--- src/sv/crcfb_pkg.sv ---
// Package for the CRC-16 frame builder: framing constants, request and status
// codes, the result word type and the byte-wide CRC-16/MODBUS update.
// No dependencies.
package crcfb_pkg;

    // Frame framing and CRC constants.
    localparam logic [15:0] CRC_INIT = 16'hFFFF;
    localparam logic [15:0] CRC_POLY = 16'hA001;
    localparam logic [7:0]  SYNC_A   = 8'h55;
    localparam logic [7:0]  SYNC_B   = 8'hAA;

    // Request type codes.
    localparam logic REQ_HEADER  = 1'b0;
    localparam logic REQ_PAYLOAD = 1'b1;

    // Status codes.
    localparam logic STATUS_OK   = 1'b0;
    localparam logic STATUS_DROP = 1'b1;

    // One result word as it travels to the output register.
    typedef struct packed {
        logic [7:0] tx_byte;
        logic       last_of_run;
        logic       end_of_frame;
        logic       status;
    } t_result;

    // Folds one byte into the reflected CRC-16, one bit per step.
    function automatic logic [15:0] crc_update(input logic [15:0] crc,
                                               input logic [7:0]  b);
        logic [15:0] c;
        c = crc ^ {8'h00, b};
        for (int k = 0; k < 8; k++) begin
            c = c[0] ? ((c >> 1) ^ CRC_POLY) : (c >> 1);
        end
        return c;
    endfunction

endpackage

--- src/sv/crcfb_seq.sv ---
// Word sequencer of the CRC-16 frame builder: holds the accepted request,
// keeps the frame state and produces one result word per cycle while it is taken.
// Depends on crcfb_pkg.
module crcfb_seq (
    input  logic                 i_clk,
    input  logic                 i_rst_n,
    input  logic                 i_in_valid,
    output logic                 o_in_ready,
    input  logic                 i_req_type,
    input  logic [7:0]           i_fun_code,
    input  logic [15:0]          i_frame_length,
    input  logic [7:0]           i_payload_byte,
    output logic                 o_res_valid,
    output crcfb_pkg::t_result   o_res,
    input  logic                 i_res_take
);
    import crcfb_pkg::*;

    // Word positions within one request's run.
    localparam logic [2:0] IDX_FIRST   = 3'd0;
    localparam logic [2:0] IDX_LEN_LO  = 3'd4;
    localparam logic [2:0] IDX_CRC_HI  = 3'd5;
    localparam logic [2:0] IDX_CRC_LO  = 3'd6;
    localparam logic [2:0] IDX_PCRC_HI = 3'd1;
    localparam logic [2:0] IDX_PCRC_LO = 3'd2;

    // Held request.
    logic        r_in_valid, n_in_valid;
    logic        r_req;
    logic [7:0]  r_fc;
    logic [15:0] r_len;
    logic [7:0]  r_pb;
    logic [2:0]  r_idx, n_idx;

    // Frame state.
    logic [15:0] r_crc, n_crc;
    logic [15:0] r_left, n_left;
    logic        r_open, n_open;

    t_result     res;
    logic        is_data;
    logic [15:0] crc_base;
    logic        fire;
    logic        done;
    logic        accept;

    // Result word for the current position of the held request.
    always_comb begin
        res      = '{tx_byte: 8'h00, last_of_run: 1'b0, end_of_frame: 1'b0,
                     status: STATUS_OK};
        is_data  = 1'b0;
        crc_base = r_crc;
        case (r_req)
            REQ_HEADER: begin
                crc_base = (r_idx == IDX_FIRST) ? CRC_INIT : r_crc;
                is_data  = (r_idx <= IDX_LEN_LO);
                case (r_idx)
                    IDX_FIRST:  res.tx_byte = SYNC_A;
                    3'd1:       res.tx_byte = SYNC_B;
                    3'd2:       res.tx_byte = r_fc;
                    3'd3:       res.tx_byte = r_len[15:8];
                    IDX_LEN_LO: res.tx_byte = r_len[7:0];
                    IDX_CRC_HI: res.tx_byte = r_crc[15:8];
                    default:    res.tx_byte = r_crc[7:0];
                endcase
                res.end_of_frame = (r_idx == IDX_CRC_LO);
                res.last_of_run  = (r_len == 16'd0) ? (r_idx == IDX_CRC_LO)
                                                    : (r_idx == IDX_LEN_LO);
            end
            default: begin
                if (!r_open) begin
                    // Payload word with no frame open: dropped and flagged.
                    res.last_of_run = 1'b1;
                    res.status      = STATUS_DROP;
                end else begin
                    is_data = (r_idx == IDX_FIRST);
                    case (r_idx)
                        IDX_FIRST:   res.tx_byte = r_pb;
                        IDX_PCRC_HI: res.tx_byte = r_crc[15:8];
                        default:     res.tx_byte = r_crc[7:0];
                    endcase
                    res.end_of_frame = (r_idx == IDX_PCRC_LO);
                    res.last_of_run  = (r_left == 16'd1) ? (r_idx == IDX_PCRC_LO)
                                                         : (r_idx == IDX_FIRST);
                end
            end
        endcase
    end

    assign fire       = r_in_valid && i_res_take;
    assign done       = fire && res.last_of_run;
    assign o_in_ready = !r_in_valid || done;
    assign accept     = i_in_valid && o_in_ready;

    // Next-state logic for the held request and the frame state.
    always_comb begin
        n_in_valid = r_in_valid;
        n_idx      = r_idx;
        n_crc      = r_crc;
        n_left     = r_left;
        n_open     = r_open;
        if (fire) begin
            n_idx = done ? IDX_FIRST : r_idx + 3'd1;
            if (is_data) begin
                n_crc = crc_update(crc_base, res.tx_byte);
            end
            if (res.end_of_frame) begin
                n_crc = CRC_INIT;
            end
        end
        if (done) begin
            n_in_valid = 1'b0;
            if (r_req == REQ_HEADER) begin
                n_open = (r_len != 16'd0);
                n_left = r_len;
            end else if (r_open) begin
                n_left = r_left - 16'd1;
                n_open = (r_left != 16'd1);
            end
        end
        if (accept) begin
            n_in_valid = 1'b1;
        end
    end

    // Control and frame state registers.
    always_ff @(posedge i_clk) begin
        if (!i_rst_n) begin
            r_in_valid <= 1'b0;
            r_idx      <= IDX_FIRST;
            r_crc      <= CRC_INIT;
            r_left     <= 16'd0;
            r_open     <= 1'b0;
        end else begin
            r_in_valid <= n_in_valid;
            r_idx      <= n_idx;
            r_crc      <= n_crc;
            r_left     <= n_left;
            r_open     <= n_open;
        end
    end

    // Request payload register, loaded on acceptance.
    always_ff @(posedge i_clk) begin
        if (accept) begin
            r_req <= i_req_type;
            r_fc  <= i_fun_code;
            r_len <= i_frame_length;
            r_pb  <= i_payload_byte;
        end
    end

    assign o_res_valid = r_in_valid;
    assign o_res       = res;

endmodule

--- src/sv/crcfb_outreg.sv ---
// Output register of the CRC-16 frame builder: holds one result word until
// the downstream side takes it. Depends on crcfb_pkg.
module crcfb_outreg (
    input  logic                 i_clk,
    input  logic                 i_rst_n,
    input  logic                 i_res_valid,
    input  crcfb_pkg::t_result   i_res,
    output logic                 o_res_take,
    output logic                 o_out_valid,
    output crcfb_pkg::t_result   o_res,
    input  logic                 i_out_ready
);
    import crcfb_pkg::*;

    logic    r_valid;
    t_result r_res;
    logic    take;

    // The register loads whenever it is empty or being emptied.
    assign take = !r_valid || i_out_ready;

    always_ff @(posedge i_clk) begin
        if (!i_rst_n) begin
            r_valid <= 1'b0;
        end else if (take) begin
            r_valid <= i_res_valid;
        end
    end

    always_ff @(posedge i_clk) begin
        if (take && i_res_valid) begin
            r_res <= i_res;
        end
    end

    assign o_res_take  = take;
    assign o_out_valid = r_valid;
    assign o_res       = r_res;

endmodule

--- src/sv/crc16_frame_builder.sv ---
// CRC-16/MODBUS frame builder. A request is registered on acceptance and its
// words then pass through the output register. A payload request yields one
// word (three when it closes the frame), a header five words (seven for a
// zero-length frame); the output register moves one word per cycle while
// i_out_ready is high. Reset (synchronous, active low) empties both registers,
// closes any frame and sets the CRC to 0xFFFF.
module crc16_frame_builder (
    input  logic        i_clk,
    input  logic        i_rst_n,
    input  logic        i_in_valid,
    output logic        o_in_ready,
    input  logic        i_req_type,
    input  logic [7:0]  i_fun_code,
    input  logic [15:0] i_frame_length,
    input  logic [7:0]  i_payload_byte,
    output logic        o_out_valid,
    input  logic        i_out_ready,
    output logic [7:0]  o_tx_byte,
    output logic        o_last_of_run,
    output logic        o_end_of_frame,
    output logic        o_status
);
    import crcfb_pkg::*;

    logic    w_res_valid;
    t_result w_res;
    logic    w_res_take;
    t_result w_out;

    // Request holding, frame state and word generation.
    crcfb_seq u_seq (
        .i_clk          (i_clk),
        .i_rst_n        (i_rst_n),
        .i_in_valid     (i_in_valid),
        .o_in_ready     (o_in_ready),
        .i_req_type     (i_req_type),
        .i_fun_code     (i_fun_code),
        .i_frame_length (i_frame_length),
        .i_payload_byte (i_payload_byte),
        .o_res_valid    (w_res_valid),
        .o_res          (w_res),
        .i_res_take     (w_res_take)
    );

    // Output register.
    crcfb_outreg u_outreg (
        .i_clk       (i_clk),
        .i_rst_n     (i_rst_n),
        .i_res_valid (w_res_valid),
        .i_res       (w_res),
        .o_res_take  (w_res_take),
        .o_out_valid (o_out_valid),
        .o_res       (w_out),
        .i_out_ready (i_out_ready)
    );

    assign o_tx_byte      = w_out.tx_byte;
    assign o_last_of_run  = w_out.last_of_run;
    assign o_end_of_frame = w_out.end_of_frame;
    assign o_status       = w_out.status;

    // The final CRC word always ends its request's run.
    a_eof_last: assert property (@(posedge i_clk) disable iff (!i_rst_n)
        (o_out_valid && o_end_of_frame) |-> o_last_of_run)
        else $error("end of frame without end of run");

    // A dropped payload word is a lone zero word that closes no frame.
    a_drop_word: assert property (@(posedge i_clk) disable iff (!i_rst_n)
        (o_out_valid && o_status == STATUS_DROP) |->
            (o_last_of_run && !o_end_of_frame && o_tx_byte == 8'h00))
        else $error("malformed drop word");

    // A held request that cannot move blocks new requests.
    a_stall_blocks: assert property (@(posedge i_clk) disable iff (!i_rst_n)
        (w_res_valid && !w_res_take) |-> !o_in_ready)
        else $error("request accepted while the held one is stalled");

endmodule

--- config.mk ---
export PLATFORM = sky130hd
export DESIGN_NAME = crc16_frame_builder
export DESIGN_NICKNAME = d
export VERILOG_FILES = /design/src/sv/crcfb_pkg.sv /design/src/sv/crcfb_seq.sv /design/src/sv/crcfb_outreg.sv /design/src/sv/crc16_frame_builder.sv
export SDC_FILE = /design/constraint.sdc
export NUM_CORES = 1
export LEC_CHECK = 0
export BUFFER_PORTS_ARGS = -buffer_cell sky130_fd_sc_hd__buf_2
export CAP_MARGIN = 20
export CORE_MARGIN = 2
export CORE_UTILIZATION = 58
export CTS_CLUSTER_DIAMETER = 120
export DETAILED_ROUTE_END_ITERATION = 12
export GPL_TIMING_DRIVEN = 0
export PLACE_DENSITY = 0.79
export SYNTH_ARGS = -nofsm -noshare
export SYNTH_HDL_FRONTEND = slang
export SYNTH_SLANG_ARGS = --single-unit
--- constraint.sdc ---
create_clock -name i_clk -period 5.3 [get_ports i_clk]
set_input_delay 1.06 -clock i_clk [delete_from_list [all_inputs] [get_ports i_clk]]
set_output_delay 1.06 -clock i_clk [all_outputs]
set_load 0.05 [all_outputs]
Yosys cells after proc, flatten, opt, wreduce, memory -nomap -nowiden

Index checks and enable logic that the tools add are counted.

Input bits: 37
Logic and storage cells: 79
Register bits after elaboration: 82

Reductions and logical operators: 14
Equality and inequality tests: 9
Multiplexer cells: 30
$lt $le $gt $ge: 1
Bitwise operators: 9
Add/subtract/negate cells: 2

Operators by type and width:

| kind                  | number |
|---|---|
| $mux 16               | 14 |
| $pmux 8 s6            | 1 |
| $not 2->3             | 8 |
| $eq 16x1->1 const B   | 1 |
| $logic_not 16->1      | 1 |
| $ne 16x1->1 const B   | 1 |
| $pmux 8 s2            | 1 |
| $reduce_bool 16->1    | 1 |
| $sub 16x1->16 const B | 1 |
| $xor 16x8->16         | 1 |
| $mux 1                | 11 |
| $mux 10               | 1 |
| $eq 3x3->1 const B    | 3 |
| $mux 8                | 1 |
| $eq 3x2->1 const B    | 2 |
| $reduce_and 2->1      | 2 |
| $reduce_bool 2->1     | 2 |
| $add 3x1->3 const B   | 1 |
| $eq 3x1->1 const B    | 1 |
| $le 3x3->1 const B    | 1 |
| $logic_and 1x1->1     | 3 |
| $logic_not 3->1       | 1 |
| $mux 3                | 1 |
| $logic_not 1->1       | 2 |
| 2 further kinds       | 3 |

Depth between registers and ports, before layout

Depth in word-level cells: 23
Depth in mapped cells: 13
Mapped depth without buffers: 11

Modules after synthesis

A second synthesis with hierarchy kept.

Cells, all modules: 457
Area, all modules: 4,433.0 um^2

By module, submodules not included:

| module       | cells each | seq. area each (um^2) | times used | area each (um^2) |
|---|---|---|---|---|
| crcfb_seq    | 441        | 1,731.7               | 1          | 4,045.1 |
| crcfb_outreg | 16         | 350.3                 | 1          | 387.9 |

Worst setup path before layout

OpenSTA, ideal clock, no wires.

Path kind: input to register
From: input port i_out_ready
To: register u_seq.r_fc[0] (enable)
Stages: 5
Arrival time: 3.440 ns
Data required time: 4.866 ns
Library setup time: 0.434 ns
Path buffers: 0
Setup slack: 1.426 ns
Path through: nand2b_1 > nand2_1 > inv_1 > nand2_2 > a21oi_1

Cells in the longest elaborated chain, start to end: 5

RTL lines:

| element                | line                      | source |
|---|---|---|
| start: declaration     | crc16_frame_builder.sv:17 | `input logic i_out_ready,` |
| $logic_or 1x1->1       | crcfb_outreg.sv:20        | `assign take = !r_valid \|\| i_out_ready;` |
| $logic_and 1x1->1      | crcfb_seq.sv:90           | `assign fire = r_in_valid && i_res_take;` |
| net u_seq.fire         | crcfb_seq.sv:43           | `logic fire;` |
| $logic_and 1x1->1      | crcfb_seq.sv:91           | `assign done = fire && res.last_of_run;` |
| $logic_or 1x1->1       | crcfb_seq.sv:92           | `assign o_in_ready = !r_in_valid \|\| done;` |
| $logic_and 1x1->1      | crcfb_seq.sv:93           | `assign accept = i_in_valid && o_in_ready;` |
| net u_seq.accept       | crcfb_seq.sv:45           | `logic accept;` |
| end signal: assignment | crcfb_seq.sv:147          | `r_fc <= i_fun_code;` |
| end: declaration       | crcfb_seq.sv:30           | `logic [7:0] r_fc;` |

The timed path passes the listed nets, and every way through them passes these cells.
A chain may end at the register's enable or synchronous reset.

==> PnR_summary.wiki <==
{| class="wikitable"
! Metric !! Value
|-
| Post-layout total power || 0.00153 W
|-
| Routed length on met1 || 5040 um
|-
| Flop and latch count out of synthesis || 82
|-
| Maximum fanout along the worst path || 7
|-
| Overall fraction of global-route tracks in use || 0.281
|-
| Setup crit start kind || flip-flop
|-
| Leak || 1.93 nW
|-
| Yosys top cell area share || 0.305
|-
| Syn_nets || 503
|-
| Final hold viol count || 0
|-
| Setup Total Neg Slack || 0 ns
|-
| Time the final worst path needs with I/O delays and setup || 3.86 ns
|-
| Endpoint, Worst Hold || u_outreg.o_out_valid
|-
| Final hold slack || 0.503 ns
|-
| Buffers and inverters on the worst path || 1
|-
| First-pass GRT wire length || 17900 um
|-
| ANT cells || 0
|-
| Max transition margin || 0.440
|-
| Number of endpoints failing setup at the final stage || 0
|-
| Type of destination of the critical path || output pin
|-
| Initial antenna violation count || 0
|-
| Count of cells along the worst hold path || 2
|-
| Max Slew Vio Count || 0
|-
| Die extent in y || 90.4 um
|-
| Reg-to-Reg End || u_seq.r_crc[0]
|-
| Kind of cell adding the most delay to the critical path || simple AND/OR/NAND/NOR gates
|-
| Post-synthesis cell count || 459
|-
| Mean area per synthesized cell || 9.43 um^2
|-
| Number of buffer cells added on primary ports || 48
|-
| Post-Syn Area || 4330 um^2
|-
| Via count of the routed design || 3832
|-
| WP data arrival || 2.80 ns
|-
| Die W || 90.4 um
|-
| Final routed DRC violation total || 0
|-
| Nets || 563
|-
| Syn. warnings || 0
|-
| CTS-repair resized insts || 0
|-
| Clock sink total || 82
|-
| Clock buffers created by TritonCTS || 9
|-
| Start point of the worst hold path || u_outreg.o_out_valid
|-
| Number of DRC violations after detailed-routing iteration 0 || 393
|-
| CTS tree || built
|-
| Number of antenna-violating nets in the routed design || 0
|-
| Placed cell count || 607
|-
| Unrepaired setup endpoints after global routing || no
|-
| Wire length per cell after detailed routing || 17.8 um
|-
| Buffers from clock root to sink, at most || 2
|-
| Number of flops mapped to enable cells by yosys || 44
|-
| Vias in the first global route || 3530
|-
| Register clock-pin slew on the reported worst setup and hold paths || 0.09 ns
|-
| Vias per std cell || 6.15
|-
| Count leader, synth || sky130_fd_sc_hd__nand2_1
|-
| Number of distinct library cells after synthesis || 65
|-
| Worst Skew || 0.0153 ns
|-
| Crit-path cells || nor4_1 > nand3_1 > mux2_2 > o22a_1 > nand2_2 > nand2_1 > buf_2
|-
| Max capacitance violation total || 0
|-
| Largest vdd supply drop || 0.000243 V
|-
| Standard-cell rows || 31
|-
| Seq/Total Area, Yosys || 0.481
|-
| Run status || complete, no violations
|-
| Cell area power density || 311 nW/um^2
|-
| Max incr delay on CP || 0.75 ns
|-
| Buffers inserted during post-CTS setup optimization || 0
|-
| Buffer cell driving the clock tree root || sky130_fd_sc_hd__clkbuf_8
|-
| Met3 wirelength from detailed routing || 1080 um
|-
| GP Congestion || 0.952
|-
| Layout Cells excl Fill || 623
|-
| Area contributors post-synth || sky130_fd_sc_hd__edfxtp_1 (31%), sky130_fd_sc_hd__dfxtp_1 (18%), sky130_fd_sc_hd__nand2_1 (5.5%)
|-
| Area of the core || 7250 um^2
|-
| Library cell occupying the most area in the post-synthesis netlist || sky130_fd_sc_hd__edfxtp_1
|-
| Number of top-level pins || 50
|-
| Hold buffer count at CTS || 0
|-
| Layout cell share with drive strength beyond 1 || 0.179
|-
| Most frequent cells after synthesis || sky130_fd_sc_hd__nand2_1 (64), sky130_fd_sc_hd__edfxtp_1 (44), sky130_fd_sc_hd__nor2_1 (44)
|-
| Wire length reported by the detailed router || 11100 um
|-
| Data required time of the worst path || 4.24 ns
|-
| Highest Clock Rate || 259 MHz
|-
| Post-synthesis async set-or-reset flop share || 0
|-
| Clock Latency Late Sink || 0.36 ns
|-
| Reg-to-reg critical path startpoint || u_seq.r_idx[0]
|-
| Top routing layer in use || met4
|-
| Final core occ || 0.679
|-
| Primary flip-flop cell chosen by synthesis mapping || sky130_fd_sc_hd__edfxtp_1
|-
| Area added between synthesis and finish || 13.8%
|-
| H-Tree Level Count || 3
|-
| First-pass detailed-route iteration total || 5
|-
| Tightest Pin Transition || 0.832 ns
|-
| Global route total overflow || 0
|-
| Worst Reg-to-Reg Cells || 12
|-
| Maximum number of pins on one net before global-route repair || 33
|-
| Initial standard-cell utilization of the core || 0.597
|-
| Class of the worst hold path || flip-flop to flip-flop
|-
| Crit-path slowest cell || sky130_fd_sc_hd__nor4_1
|-
| Type of the setup path with the least slack || flip-flop to output pin
|-
| Flop-to-flop setup slack || 1.83 ns
|-
| HPWL Detailed || 8180 um
|-
| Die area || 8170 um^2
|-
| Post-route fraction of the period consumed by the critical path || 0.728
|-
| Met2 wire length || 4650 um
|}
## report_power, final
part | switching, W | total, W | leakage, nW | internal, W
clock network | 0.000243 | 0.000464 | 0.0954 | 0.000222
registers | 0.0000343 | 0.000746 | 0.731 | 0.000712
logic | 0.000186 | 0.000320 | 1.11 | 0.000133
## worst register-to-register path, delay by kind of cell (launching register included)
kind / cells / cell delay [ns]
simple gates: 3 / 0.76
compound gates: 1 / 0.14
flops: 1 / 0.35
buf+inv: 3 / 0.53
xor+xnor: 4 / 1.31
fa+ha+maj: 1 / 0.32
## metrics by stage
stage               cell area, um^2  worst slack, ns
floorplan                      4330             1.43
global placement               4690            0.496
detailed placement             4730             1.79
CTS                            4930             1.47
global route                   4930             1.26
finish                         4930             1.44
## sequential cells by signal, summed over array words and instances, names as in the netlist
register / count
u_seq.r_crc: 16
u_seq.r_left: 16
u_seq.r_len: 16
u_outreg.o_res: 11
u_seq.r_fc: 8
u_seq.r_pb: 8
u_seq.r_idx: 3
u_outreg.o_out_valid: 1
u_seq.o_res_valid: 1
u_seq.r_open: 1
u_seq.r_req: 1
## routing by layer
metal	vias to the layer above	global-route usage
met1	1762	0.423
met2	236	0.395
li1	1805	-
met5	-	0
met4	0	0.115
met3	29	0.0576
## cells by family (layout without fill, tap and decap cells)
group	count (synthesis)	in the layout	share of synthesized area
AO/OA/AOI/OAI	141	141	0.215
XOR/XNOR	18	18	0.0480
adder cells (fa/ha/maj)	7	7	0.0202
buffers and inverters	42	107	0.0454
flip-flops	82	82	0.481
multiplexers	8	8	0.0194
AND/OR/NAND/NOR	161	161	0.171
## how the worst max path moves through the flow
stage / slack [ns] / cells past startpoint / to / startpoint
3_3_place_gp: 0.50 / 6 / u_seq.r_len[8] / i_out_ready
3_5_place_dp: 1.79 / 7 / o_in_ready / i_out_ready
5_1_grt: 1.26 / 8 / o_in_ready / u_seq.r_left[10]
4_1_cts: 1.47 / 8 / o_in_ready / u_seq.r_left[10]
6_report: 1.44 / 7 / o_in_ready / u_seq.r_left[6]
2_1_floorplan: 1.43 / 5 / u_seq.r_fc[0] / i_out_ready
## placed cells by master, fill, tap and decap left out, types with 7 or more instances in the layout
cell type	n
sky130_fd_sc_hd__a21oi_1	40
sky130_fd_sc_hd__a22oi_1	13
sky130_fd_sc_hd__buf_2	52
sky130_fd_sc_hd__clkbuf_1	14
sky130_fd_sc_hd__clkbuf_8	9
sky130_fd_sc_hd__dfxtp_1	38
sky130_fd_sc_hd__edfxtp_1	44
sky130_fd_sc_hd__ha_1	7
sky130_fd_sc_hd__inv_1	14
sky130_fd_sc_hd__nand2_1	64
sky130_fd_sc_hd__nand3_1	8
sky130_fd_sc_hd__nor2_1	44
sky130_fd_sc_hd__nor3_1	11
sky130_fd_sc_hd__nor4_1	8
sky130_fd_sc_hd__o21ai_0	28
sky130_fd_sc_hd__o22ai_1	13
sky130_fd_sc_hd__xnor2_1	9
## final cells by class
type | instances | area, um^2
multi-input combinational | 335 | 2060
clock buffer | 9 | 124
clock inverter | 7 | 77.6
fill | 600 | 2330
sequential | 82 | 2080
tap | 99 | 124
inverter | 15 | 56.3
timing repair buffer | 49 | 260
buffer | 27 | 140
Power figures use the tool's default switching activity.
